$ cat config.mk
export PLATFORM = sky130hd
export DESIGN_NAME = press_detect_fsm_unit
export DESIGN_NICKNAME = d
export VERILOG_FILES = /design/src/hdl/prsdet_pkg.sv /design/src/hdl/press_detect_fsm_unit.sv /design/src/hdl/prsdet_ctrl.sv /design/src/hdl/prsdet_dp.sv
export SDC_FILE = /design/constraint.sdc
export NUM_CORES = 2
export LEC_CHECK = 0
export BUFFER_PORTS_ARGS = -buffer_cell sky130_fd_sc_hd__buf_2
export CELL_PAD_IN_SITES_DETAIL_PLACEMENT = 0
export CELL_PAD_IN_SITES_GLOBAL_PLACEMENT = 2
export CORE_MARGIN = 2
export CORE_UTILIZATION = 45
export DETAILED_ROUTE_END_ITERATION = 6
export PLACE_DENSITY_LB_ADDON = 0.12
export RECOVER_POWER = 25
export SLEW_MARGIN = 10
export SYNTH_ARGS = -nofsm -noshare
export SYNTH_HDL_FRONTEND = slang
export SYNTH_SLANG_ARGS = --single-unit
$ cat constraint.sdc
create_clock -name clock -period 19.15 [get_ports clock]
set_input_delay 1.915 -clock clock [delete_from_list [all_inputs] [get_ports clock]]
set_output_delay 1.915 -clock clock [all_outputs]
set_load 0.01 [all_outputs]
$ cat src/hdl/prsdet_pkg.sv
// ----------------------------------------------------------------------------
// prsdet_pkg
// Shared types and constants for the press detector: sequencer states,
// controller commands and register indexes.
// ----------------------------------------------------------------------------
`default_nettype none

package prsdet_pkg;

   // number of valid key indexes; a key at or above this counts as absent
   localparam int KEY_COUNT = 256;

   // retreat beyond the closest point that cancels a latched approach (3 mm)
   localparam logic signed [16:0] RETREAT_TOL = 17'sd48;

   // velocity scaling: ms per second
   localparam logic signed [26:0] MS_PER_S = 27'sd1000;

   localparam int CSR_INDEX_W = 3;
   localparam int CSR_DATA_W  = 16;

   localparam logic [CSR_INDEX_W-1:0] CSR_TIMEOUT    = 3'd0;
   localparam logic [CSR_INDEX_W-1:0] CSR_RELEASE    = 3'd1;
   localparam logic [CSR_INDEX_W-1:0] CSR_TOUCH      = 3'd2;
   localparam logic [CSR_INDEX_W-1:0] CSR_MIN_SPEED  = 3'd3;
   localparam logic [CSR_INDEX_W-1:0] CSR_DWELL_TIME = 3'd4;

   localparam logic [15:0] TIMEOUT_RST    = 16'd200;
   localparam logic [15:0] RELEASE_RST    = 16'd320;
   localparam logic [15:0] TOUCH_RST      = 16'd0;
   localparam logic [15:0] MIN_SPEED_RST  = 16'd100;
   localparam logic [15:0] DWELL_TIME_RST = 16'd0;

   localparam logic KIND_SAMPLE = 1'b0;
   localparam logic KIND_LOST   = 1'b1;

   localparam logic TRIG_APPROACH = 1'b0;
   localparam logic TRIG_DWELL    = 1'b1;

   typedef enum logic [1:0] {
      ST_IDLE,
      ST_MULT,
      ST_UPDATE,
      ST_SEND
   } state_type;

   typedef struct packed {
      logic capture;
      logic compute;
      logic commit;
   } cmd_type;

endpackage

`default_nettype wire

$ cat src/hdl/press_detect_fsm_unit.sv
// ----------------------------------------------------------------------------
// press_detect_fsm_unit
// Key-press detector for a fingertip over a virtual key plane.
//
//   channel  direction  handshake                 payload
//   req      in         req_valid / req_stall     kind, stamp, distance, key
//   rsp      out        rsp_valid / rsp_stall     press, flags, dwell time
//   csr      in         csr_wr_en                 csr_index, csr_wdata
//
// One word passes through four steps: capture, multiply, state update, result.
// The multiply step (speed times time gap) has a state of its own in the sequence.
// A stalled result holds and no new word is taken until it leaves.
// Reset is synchronous and restores the register defaults and clears state.
// ----------------------------------------------------------------------------
`default_nettype none

module press_detect_fsm_unit
   import prsdet_pkg::*;
(
   input  wire                     clock,
   input  wire                     reset,
   input  wire                     req_valid,
   output logic                    req_stall,
   input  wire                     req_kind,
   input  wire  [31:0]             req_stamp,
   input  wire  signed [15:0]      req_distance,
   input  wire                     req_key_present,
   input  wire  [7:0]              req_key_index,
   output logic                    rsp_valid,
   input  wire                     rsp_stall,
   output logic                    rsp_fire,
   output logic                    rsp_trigger,
   output logic [7:0]              rsp_press_key,
   output logic [31:0]             rsp_press_stamp,
   output logic                    rsp_is_armed,
   output logic                    rsp_is_latched,
   output logic                    rsp_dwell_active,
   output logic [31:0]             rsp_dwell_elapsed,
   input  wire                     csr_wr_en,
   input  wire  [CSR_INDEX_W-1:0]  csr_index,
   input  wire  [CSR_DATA_W-1:0]   csr_wdata
);

   cmd_type cmd;

   prsdet_ctrl u_ctrl (
      .clock     (clock),
      .reset     (reset),
      .req_valid (req_valid),
      .req_stall (req_stall),
      .rsp_valid (rsp_valid),
      .rsp_stall (rsp_stall),
      .cmd       (cmd)
   );

   prsdet_dp u_dp (
      .clock             (clock),
      .reset             (reset),
      .cmd               (cmd),
      .req_kind          (req_kind),
      .req_stamp         (req_stamp),
      .req_distance      (req_distance),
      .req_key_present   (req_key_present),
      .req_key_index     (req_key_index),
      .csr_wr_en         (csr_wr_en),
      .csr_index         (csr_index),
      .csr_wdata         (csr_wdata),
      .rsp_fire          (rsp_fire),
      .rsp_trigger       (rsp_trigger),
      .rsp_press_key     (rsp_press_key),
      .rsp_press_stamp   (rsp_press_stamp),
      .rsp_is_armed      (rsp_is_armed),
      .rsp_is_latched    (rsp_is_latched),
      .rsp_dwell_active  (rsp_dwell_active),
      .rsp_dwell_elapsed (rsp_dwell_elapsed)
   );

`ifndef NO_ASSERTIONS
   a_accept_no_result: assert property (@(posedge clock) disable iff (reset)
      req_valid && !req_stall |=> !rsp_valid)
      else $error("result shown right after a word was taken");

   a_fire_disarms: assert property (@(posedge clock) disable iff (reset)
      rsp_valid && rsp_fire |-> !rsp_is_armed && !rsp_is_latched && !rsp_dwell_active)
      else $error("press left the detector armed, latched or dwelling");

   a_idle_press_fields: assert property (@(posedge clock) disable iff (reset)
      rsp_valid && !rsp_fire |->
         rsp_press_stamp == 32'd0 && rsp_press_key == 8'd0 && !rsp_trigger)
      else $error("press fields set without a press");

   a_dwell_elapsed_zero: assert property (@(posedge clock) disable iff (reset)
      rsp_valid && !rsp_dwell_active |-> rsp_dwell_elapsed == 32'd0)
      else $error("dwell time reported without an active dwell");
`endif

endmodule

`default_nettype wire

$ cat src/hdl/prsdet_ctrl.sv
// ----------------------------------------------------------------------------
// prsdet_ctrl
// Sequencer: capture a word, run the multiply step, commit the state update,
// then hold the result until the sink takes it.
// ----------------------------------------------------------------------------
`default_nettype none

module prsdet_ctrl
   import prsdet_pkg::*;
(
   input  wire     clock,
   input  wire     reset,
   input  wire     req_valid,
   output logic    req_stall,
   output logic    rsp_valid,
   input  wire     rsp_stall,
   output cmd_type cmd
);

   state_type state_ff;
   state_type state_in;

   always_ff @(posedge clock) begin
      if (reset) begin
         state_ff <= ST_IDLE;
      end else begin
         state_ff <= state_in;
      end
   end

   always_comb begin
      state_in = state_ff;
      case (state_ff)
         ST_IDLE: begin
            if (req_valid) state_in = ST_MULT;
         end
         ST_MULT:   state_in = ST_UPDATE;
         ST_UPDATE: state_in = ST_SEND;
         ST_SEND: begin
            if (!rsp_stall) state_in = ST_IDLE;
         end
         default:   state_in = ST_IDLE;
      endcase
   end

   always_comb begin
      req_stall   = 1'b1;
      rsp_valid   = 1'b0;
      cmd         = '0;
      case (state_ff)
         ST_IDLE: begin
            req_stall   = 1'b0;
            cmd.capture = req_valid;
         end
         ST_MULT:   cmd.compute = 1'b1;
         ST_UPDATE: cmd.commit  = 1'b1;
         ST_SEND:   rsp_valid   = 1'b1;
         default: begin
            req_stall = 1'b1;
         end
      endcase
   end

endmodule

`default_nettype wire

$ cat src/hdl/prsdet_dp.sv
// ----------------------------------------------------------------------------
// prsdet_dp
// Datapath: configuration registers, tracking state, velocity products and
// the press decision with its result register.
// ----------------------------------------------------------------------------
`default_nettype none

module prsdet_dp
   import prsdet_pkg::*;
(
   input  wire                     clock,
   input  wire                     reset,
   input  cmd_type                 cmd,
   input  wire                     req_kind,
   input  wire  [31:0]             req_stamp,
   input  wire  signed [15:0]      req_distance,
   input  wire                     req_key_present,
   input  wire  [7:0]              req_key_index,
   input  wire                     csr_wr_en,
   input  wire  [CSR_INDEX_W-1:0]  csr_index,
   input  wire  [CSR_DATA_W-1:0]   csr_wdata,
   output logic                    rsp_fire,
   output logic                    rsp_trigger,
   output logic [7:0]              rsp_press_key,
   output logic [31:0]             rsp_press_stamp,
   output logic                    rsp_is_armed,
   output logic                    rsp_is_latched,
   output logic                    rsp_dwell_active,
   output logic [31:0]             rsp_dwell_elapsed
);

   // configuration
   logic [15:0]        timeout_ff;
   logic signed [15:0] release_ff;
   logic signed [15:0] touch_ff;
   logic [15:0]        min_speed_ff;
   logic [15:0]        dwell_time_ff;

   // tracking state
   logic               armed_ff,         armed_in;
   logic               latch_ff,         latch_in;
   logic               closest_valid_ff, closest_valid_in;
   logic signed [15:0] closest_ff,       closest_in;
   logic               prior_valid_ff,   prior_valid_in;
   logic signed [15:0] prior_ff,         prior_in;
   logic               seen_valid_ff,    seen_valid_in;
   logic [31:0]        seen_stamp_ff,    seen_stamp_in;
   logic               dwell_valid_ff,   dwell_valid_in;
   logic [31:0]        dwell_start_ff,   dwell_start_in;
   logic [7:0]         dwell_key_ff,     dwell_key_in;

   // captured word
   logic               kind_ff;
   logic [31:0]        stamp_ff;
   logic signed [15:0] dist_ff;
   logic               keyp_ff;
   logic [7:0]         key_ff;

   // multiply step
   logic [31:0]        seen_diff;
   logic signed [16:0] vel_diff;
   logic               timed_out_ff,  timed_out_in;
   logic               dt_pos_ff,     dt_pos_in;
   logic signed [26:0] lhs_ff,        lhs_in;
   logic [46:0]        rhs_ff,        rhs_in;
   logic [31:0]        elapsed_ff,    elapsed_in;

   // result
   logic               fire_in, trig_in;
   logic [7:0]         pkey_in;
   logic [31:0]        pstamp_in, delapsed_in;

   logic               speed_ok, has_key, in_zone, dwell_ok, restart;
   logic [31:0]        dwell_el;

   always_ff @(posedge clock) begin
      if (cmd.capture) begin
         kind_ff  <= req_kind;
         stamp_ff <= req_stamp;
         dist_ff  <= req_distance;
         keyp_ff  <= req_key_present;
         key_ff   <= req_key_index;
      end
   end

   // time gaps and velocity products
   always_comb begin
      seen_diff    = stamp_ff - seen_stamp_ff;
      timed_out_in = seen_valid_ff && ($signed(seen_diff) > $signed({16'd0, timeout_ff}));
      dt_pos_in    = !seen_diff[31] && (seen_diff != 32'd0);
      vel_diff     = 17'(prior_ff) - 17'(dist_ff);
      lhs_in       = 27'(vel_diff) * MS_PER_S;
      rhs_in       = 47'(min_speed_ff) * 47'(seen_diff[30:0]);
      elapsed_in   = stamp_ff - dwell_start_ff;
   end

   always_ff @(posedge clock) begin
      if (cmd.compute) begin
         timed_out_ff <= timed_out_in;
         dt_pos_ff    <= dt_pos_in;
         lhs_ff       <= lhs_in;
         rhs_ff       <= rhs_in;
         elapsed_ff   <= elapsed_in;
      end
   end

   // state update and press decision
   always_comb begin
      armed_in         = armed_ff;
      latch_in         = latch_ff;
      closest_valid_in = closest_valid_ff;
      closest_in       = closest_ff;
      prior_valid_in   = prior_valid_ff;
      prior_in         = prior_ff;
      seen_valid_in    = seen_valid_ff;
      seen_stamp_in    = seen_stamp_ff;
      dwell_valid_in   = dwell_valid_ff;
      dwell_start_in   = dwell_start_ff;
      dwell_key_in     = dwell_key_ff;
      fire_in          = 1'b0;
      trig_in          = TRIG_APPROACH;
      pkey_in          = 8'd0;
      pstamp_in        = 32'd0;
      speed_ok         = (min_speed_ff == 16'd0);
      has_key          = keyp_ff && (int'(key_ff) < KEY_COUNT);
      in_zone          = 1'b0;
      dwell_ok         = 1'b0;
      restart          = 1'b0;

      if (timed_out_ff) begin
         armed_in         = 1'b0;
         prior_valid_in   = 1'b0;
         prior_in         = '0;
         latch_in         = 1'b0;
         closest_valid_in = 1'b0;
         closest_in       = '0;
         dwell_valid_in   = 1'b0;
         dwell_start_in   = '0;
         dwell_key_in     = '0;
      end

      if (kind_ff == KIND_LOST) begin
         prior_valid_in   = 1'b0;
         prior_in         = '0;
         latch_in         = 1'b0;
         closest_valid_in = 1'b0;
         closest_in       = '0;
         dwell_valid_in   = 1'b0;
         dwell_start_in   = '0;
         dwell_key_in     = '0;
      end else begin
         if (dist_ff >= release_ff) begin
            armed_in         = 1'b1;
            latch_in         = 1'b0;
            closest_valid_in = 1'b0;
            closest_in       = '0;
            dwell_valid_in   = 1'b0;
            dwell_start_in   = '0;
            dwell_key_in     = '0;
         end
         // a timed-out prior still feeds the approach test, at zero speed
         if (prior_valid_in && seen_valid_ff && dt_pos_ff) begin
            speed_ok = $signed({{25{lhs_ff[26]}}, lhs_ff}) >= $signed({1'b0, rhs_ff, 4'd0});
         end
         if (prior_valid_ff && (dist_ff < prior_ff) && speed_ok) latch_in = 1'b1;
         if (latch_in) begin
            if (!closest_valid_in || (dist_ff < closest_in)) begin
               closest_valid_in = 1'b1;
               closest_in       = dist_ff;
            end else if (17'(dist_ff) > 17'(closest_in) + RETREAT_TOL) begin
               latch_in         = 1'b0;
               closest_valid_in = 1'b0;
               closest_in       = '0;
            end
         end
         prior_valid_in = 1'b1;
         prior_in       = dist_ff;
         seen_valid_in  = 1'b1;
         seen_stamp_in  = stamp_ff;

         in_zone = (dist_ff <= touch_ff) && has_key;
         if (in_zone) begin
            if (!dwell_valid_in || (dwell_key_in != key_ff)) begin
               restart        = 1'b1;
               dwell_valid_in = 1'b1;
               dwell_start_in = stamp_ff;
               dwell_key_in   = key_ff;
            end
         end else begin
            dwell_valid_in = 1'b0;
            dwell_start_in = '0;
            dwell_key_in   = '0;
         end
      end

      // a fresh dwell start has zero elapsed time
      dwell_el = restart ? 32'd0 : elapsed_ff;
      dwell_ok = (dwell_time_ff != 16'd0) && dwell_valid_in
                 && ($signed(dwell_el) >= $signed({16'd0, dwell_time_ff}));

      if (kind_ff == KIND_SAMPLE) begin
         if (armed_in && in_zone && (latch_in || dwell_ok)) begin
            fire_in          = 1'b1;
            trig_in          = latch_in ? TRIG_APPROACH : TRIG_DWELL;
            pkey_in          = key_ff;
            pstamp_in        = stamp_ff;
            armed_in         = 1'b0;
            latch_in         = 1'b0;
            closest_valid_in = 1'b0;
            closest_in       = '0;
            dwell_valid_in   = 1'b0;
            dwell_start_in   = '0;
            dwell_key_in     = '0;
         end else if (dist_ff <= touch_ff) begin
            latch_in         = 1'b0;
            closest_valid_in = 1'b0;
            closest_in       = '0;
         end
      end

      delapsed_in = (dwell_valid_in && !dwell_el[31]) ? dwell_el : 32'd0;
   end

   always_ff @(posedge clock) begin
      if (cmd.commit) begin
         rsp_fire          <= fire_in;
         rsp_trigger       <= trig_in;
         rsp_press_key     <= pkey_in;
         rsp_press_stamp   <= pstamp_in;
         rsp_is_armed      <= armed_in;
         rsp_is_latched    <= latch_in;
         rsp_dwell_active  <= dwell_valid_in;
         rsp_dwell_elapsed <= delapsed_in;
      end
   end

   always_ff @(posedge clock) begin
      if (reset) begin
         timeout_ff       <= TIMEOUT_RST;
         release_ff       <= RELEASE_RST;
         touch_ff         <= TOUCH_RST;
         min_speed_ff     <= MIN_SPEED_RST;
         dwell_time_ff    <= DWELL_TIME_RST;
         armed_ff         <= 1'b0;
         latch_ff         <= 1'b0;
         closest_valid_ff <= 1'b0;
         closest_ff       <= '0;
         prior_valid_ff   <= 1'b0;
         prior_ff         <= '0;
         seen_valid_ff    <= 1'b0;
         seen_stamp_ff    <= '0;
         dwell_valid_ff   <= 1'b0;
         dwell_start_ff   <= '0;
         dwell_key_ff     <= '0;
      end else begin
         if (cmd.commit) begin
            armed_ff         <= armed_in;
            latch_ff         <= latch_in;
            closest_valid_ff <= closest_valid_in;
            closest_ff       <= closest_in;
            prior_valid_ff   <= prior_valid_in;
            prior_ff         <= prior_in;
            seen_valid_ff    <= seen_valid_in;
            seen_stamp_ff    <= seen_stamp_in;
            dwell_valid_ff   <= dwell_valid_in;
            dwell_start_ff   <= dwell_start_in;
            dwell_key_ff     <= dwell_key_in;
         end
         if (csr_wr_en && (csr_index <= CSR_DWELL_TIME)) begin
            case (csr_index)
               CSR_TIMEOUT:    timeout_ff    <= csr_wdata;
               CSR_RELEASE:    release_ff    <= csr_wdata;
               CSR_TOUCH:      touch_ff      <= csr_wdata;
               CSR_MIN_SPEED:  min_speed_ff  <= csr_wdata;
               CSR_DWELL_TIME: dwell_time_ff <= csr_wdata;
               default:        timeout_ff    <= timeout_ff;
            endcase
            // any register write drops the latch and the dwell
            latch_ff         <= 1'b0;
            closest_valid_ff <= 1'b0;
            closest_ff       <= '0;
            dwell_valid_ff   <= 1'b0;
            dwell_start_ff   <= '0;
            dwell_key_ff     <= '0;
         end
      end
   end

endmodule

`default_nettype wire
* Word-level counts from Yosys, hierarchy flattened
Index checks and enable logic that the tools add are counted.
Storage, ports and cells: bits in registers 432, bits of input ports 82, output and inout bits 79, logic and storage cells 175
Cells by class: $add $sub $neg 4, multiply operators 2, magnitude comparators 9, equal/unequal tests 10, mux-type cells 79, bitwise logic cells 2, reductions and logical operators 34
Operator list (count):
- 2-to-1 mux 32 bit | 8
- 2-to-1 mux 16 bit | 11
- 2-to-1 mux 8 bit | 8
- subtractor 32 bit | 2
- >= comparator 27 x 52 -> 1 bit | 1
- 2-to-1 mux 1 bit | 49
- multiplier 16 x 31 -> 47 bit | 1
- >= comparator 32 x 17 -> 1 bit | 1
- greater-than comparator 32 x 17 -> 1 bit | 1
- less-than comparator 16 bit | 2
- nonzero test 32 bit | 1
- multiplier 17 x 8 -> 24 bit (second input constant) | 1
- adder 16 x 7 -> 17 bit (second input constant) | 1
- greater-than comparator 16 x 17 -> 1 bit | 1
- subtractor 16 x 16 -> 17 bit | 1
- >= comparator 16 bit | 1
- <= comparator 16 bit | 1
- logical NOT 16 bit | 1
- nonzero test 16 bit | 1
- AND reduction 2 bit | 7
- logical AND 1 bit | 13
- != test 8 bit | 1
- one-hot mux 2 bit (4 select lines) | 1
- equality test 3 x 2 -> 1 bit (second input constant) | 2
- other kinds (13) | 23

* Depth between registers and ports, before layout
depth in word-level cells 16, depth in mapped cells 38, gate-level depth less buffers 37

* Modules after synthesis
Synthesis repeated with hierarchy kept, for this count alone.
Second synthesis, totals: cell total of the unflattened synthesis 4425, area, all modules 41227.0 µm²
Modules (own cells, without submodules):
- prsdet_dp | times used 1, cells each 4406, area each 41041.9 µm², sequential area each 11010.6 µm²
- prsdet_ctrl | times used 1, cells each 19, area each 185.2 µm², sequential area each 40.0 µm²

* Worst setup path before layout
Ideal clock, no wire load.
path kind reg-to-reg, start point register u_dp.stamp_ff[0], end point register u_dp.rhs_ff[44], data pin, library setup time 259 ps, data arrival time 8385 ps, required time 18891 ps, slack 10506 ps, cell stages (with the launch flop) 35, path buffers 1, clock period less this slack 8644 ps, cells stage by stage edfxtp_1 -> inv_1 -> ha_1 -> fa_1 -> nor2b_1 -> o21ai_1 -> a21boi_1 -> a21oi_2 -> a211oi_2 -> o211ai_2 -> nand2_1 -> xor2_1 -> clkbuf_1 -> nand2_1 -> fa_1 -> fa_1 -> fa_1 -> inv_1 -> fa_1 -> fa_1 -> inv_1 -> fa_1 -> inv_1 -> ha_1 -> a21o_1 -> a21o_1 -> a2111oi_0 -> o21ai_0 -> nand3_1 -> o311ai_1 -> o41a_1 -> a31o_1 -> a221o_1 -> a21oi_2 -> xnor2_1
On the way: word-level cells in the longest chain between the ends 2
Ends and longest elaborated chain:
- start, declared | RTL line prsdet_dp.sv:54 | logic [31:0] stamp_ff;
- start signal, assigned | RTL line prsdet_dp.sv:79 | stamp_ff <= req_stamp;
- subtractor 32 bit | RTL line prsdet_dp.sv:88 | seen_diff = stamp_ff - seen_stamp_ff;
- multiplier 16 x 31 -> 47 bit | RTL line prsdet_dp.sv:93 | rhs_in = 47'(min_speed_ff) * 47'(seen_diff[30:0]);
- via u_dp.rhs_in[44] | RTL line prsdet_dp.sv:65 | logic [46:0] rhs_ff, rhs_in;
- end signal, assigned | RTL line prsdet_dp.sv:102 | rhs_ff <= rhs_in;
- end, declared | RTL line prsdet_dp.sv:65
The timed path passes the listed nets, and every way through them passes these cells. A chain may end at the register's enable or synchronous reset.

* Worst setup path after layout
Ends and elaborated chain as after synthesis.

==> impl_results.md <==
* Max incr delay on CP at 0.84 ns
* Syn_area_per_cell at 9.434 um^2
* Area grow syn2layout at 9.520%
* Cts-stage hold buffer count at 0
* Largest net degree at the start of global routing at 73
* Multiplexer share of the synthesized area at 0.0007316
* Ys async rst share at 0
* Post-route insts no fill at 5,683
* Crit path time final at 9.605 ns
* Fin Hold WS at 0.4533 ns
* Placement row count at 110
* Post-DRT Antenna Nets at 0
* Violated checks: capacitance limit, slew limit
* RSZ-0062 raised after global routing: false
* Vias in the first global route at about 31k
* Yosys top cell area share at 0.2292
* Startpoint Class: register
* Total GRT Usage at 0.2343
* Die Ht at 306.0 um
* CTS resizes at 0
* IO buf count at 160
* Post-Syn Nets at 5,309
* H-Tree Depth at 2
* Number of synthesized flops with an enable pin at 240
* Drt first pass iters at 5
* Critical Path Most Common Cell: fa_1
* DRC viols at 0
* Layout net count at 5,423
* Xor/xnor cell area share of the yosys netlist at 0.02881
* DR WL/cell at roughly 19 um
* WP data arrival at approximately 10 ns
* Iter 0 DRT Violations at 1,397
* Slowest cell on the critical path: a2bb2oi_2
* Routability Congestion at roughly 0.81
* CTS Buf Count at 52
* Critical path data required time at 19.53 ns
* Post-synthesis simple-gate area fraction at 0.1536
* Final Hold Fails at 0
* CTS Root Cell: clkbuf_16
* Biggest area consumer among synthesized cells: fa_1
* Clock-pin slew on the worst setup and hold paths at 0.06 ns
* Setup Fix Bufs, Post-CTS at 0
* CP Max Fanout at 18
* Clk Latency, worst-skew pair at 0.63 ns
* Post-DP HPWL at between 70,000 and 80,000 um
* Die ar. at 0.09365 mm^2
* Max-Cap Viols at 3
* FMAX at between 0.1 and 0.15 GHz
* Setup Skew at 0.02345 ns
* Crit Path Class: register to register
* Post-placement cell count at 5,587
* Clock tree buffer depth at 3
* Synth cell count leaders: 760 x inv_1, 635 x nand2_1, 470 x fa_1
* Post-Syn Area at 0.04105 mm^2
* Overflow after GRT at 0
* TritonCTS clock tree: built
* Setup violations, final at 0
* Die W at 306.0 um
* Slew headroom at -1.709
* CORE AREA at 0.09015 mm^2
* Hold Path Class: register to register
* Final worst-path cycle share at 0.5016
* Global-route wire length before repair at 173,100 um
* Adder-cell share of the synthesized area at 0.3530
* Via density at roughly 5.2
* Count leader, synth: inv_1
* Register area share after synthesis at 0.2692
* Share of post-route cells with drive strength above 1 at 0.07590
* Sink Count at 432
* Ranking of synthesized cells by area: fa_1 23%, edfxtp_1 18%, ha_1 12%
* Antenna violations before repair at 2
* Main synth FF type: edfxtp_1
* Status: complete, but fails checks
* Setup crit end kind: register
* Fill cell count at roughly 8.7k
* Synth unique cells at 94
* Starting density of the core at 0.4553
* Mapped Cells at approximately 4.4k
* Worst slew pin tran at slightly above 4 ns
* Post-synthesis compound-gate area fraction at 0.1095
* Ys Warns at 0
* Max-slew violations at 175
* Io pins at 161
* Main combinational cell family by area after synthesis: adder cells
* WL final at 106,000 um
* Vias at just under 30k
* Yosys reg bits at 432
* Setup tns final at 0 ns
-- layout by cell type, fill, tap and decap left out, drive strengths merged, types with 22 or more instances in the layout --
cell type / n
a21o: 89
a21oi: 245
a22o: 53
and2: 269
buf: 206
clkbuf: 74
dfxtp: 192
edfxtp: 240
fa: 470
ha: 406
inv: 763
nand2: 636
nand2b: 30
nand3: 33
nand4: 41
nor2: 130
nor2b: 54
nor3: 33
nor4: 23
o21a: 34
o21ai: 101
or3: 22
xnor2: 93
xor2: 42
-- critical path: cells and delay by family (launching register included) --
family / cells / cell delay (ns)
AO/OA/AOI/OAI: 14 / 3.93
flip-flops: 1 / 0.38
AND/OR/NAND/NOR: 3 / 0.71
adder cells (fa/ha/maj): 9 / 4.02
buffers and inverters: 4 / 0.22
XOR/XNOR: 1 / 0.07
-- layer usage --
metal	track usage	vias up	part of all wire
li1	-	14313	-
met1	0.3039	14625	0.44
met2	0.4183	396	0.50
met3	0.02281	152	0.029
met4	0.06083	0	0.025
met5	0	-	0
-- cell type report --
| class | instances | area (um^2) | share of cell area |
|---|---|---|---|
| multi-input cells | 3002 | 26560 | 0.5909 |
| well taps | 1176 | 1471 | 0.03273 |
| clock buffers | 63 | 1456 | 0.03240 |
| repair buffers | 217 | 1210 | 0.02691 |
| clock inverters | 32 | 342.8 | 0.007626 |
| inverters | 760 | 2853 | 0.06346 |
| flip-flops and latches | 432 | 11050 | 0.2459 |
| diodes | 1 | 2.502 | 0.00005567 |
-- through the flow --
stage | worst slack [ns] | util | instance area (um^2)
final | 9.545 | 0.4987 | 44950
after global routing | 8.815 | 0.4987 | 44950
after CTS | 9.538 | 0.4992 | 45000
after detailed placement | 9.593 | 0.4792 | 43200
after global placement | 9.724 | 0.4792 | 43200
after floorplan | 10.51 | - | 41050
-- registers in the layout, summed over array words and instances (netlist names), 24 cells and up --
register / count
u_dp.lhs_ff: 24
u_dp.seen_stamp_ff: 32
u_dp.stamp_ff: 32
u_dp.rhs_ff: 47
u_dp.rsp_dwell_elapsed: 32
u_dp.elapsed_ff: 32
u_dp.dwell_start_ff: 32
u_dp.rsp_press_stamp: 32
-- cells by family after synthesis --
kind of cell,Yosys count
adders and majority gates,876
DFF,432
muxes,3
xor gates and xnor gates,135
buffers and inverters,917
AOI/OAI and AO/OA,672
other,1
and+or+nand+nor,1315
-- path summary, 6_finish.rpt --
path | from | end | slack, ns | depth (start not counted)
worst max register to register | u_dp.stamp_ff[0]$_DFFE_PP_ | u_dp.rhs_ff[44]$_DFFE_PN_ | 9.54 | 31
worst min-delay path | u_dp.seen_stamp_ff[26]$_SDFFE_PP0P_ | u_dp.seen_stamp_ff[26]$_SDFFE_PP0P_ | 0.45 | 2
worst min register to register | u_dp.seen_stamp_ff[26]$_SDFFE_PP0P_ | u_dp.seen_stamp_ff[26]$_SDFFE_PP0P_ | 0.45 | 2
worst max-delay path | u_dp.stamp_ff[0]$_DFFE_PP_ | u_dp.rhs_ff[44]$_DFFE_PN_ | 9.54 | 31
Power is not shown: default switching activity piles up to over one toggle a cycle in this logic, so the estimate is an artifact.
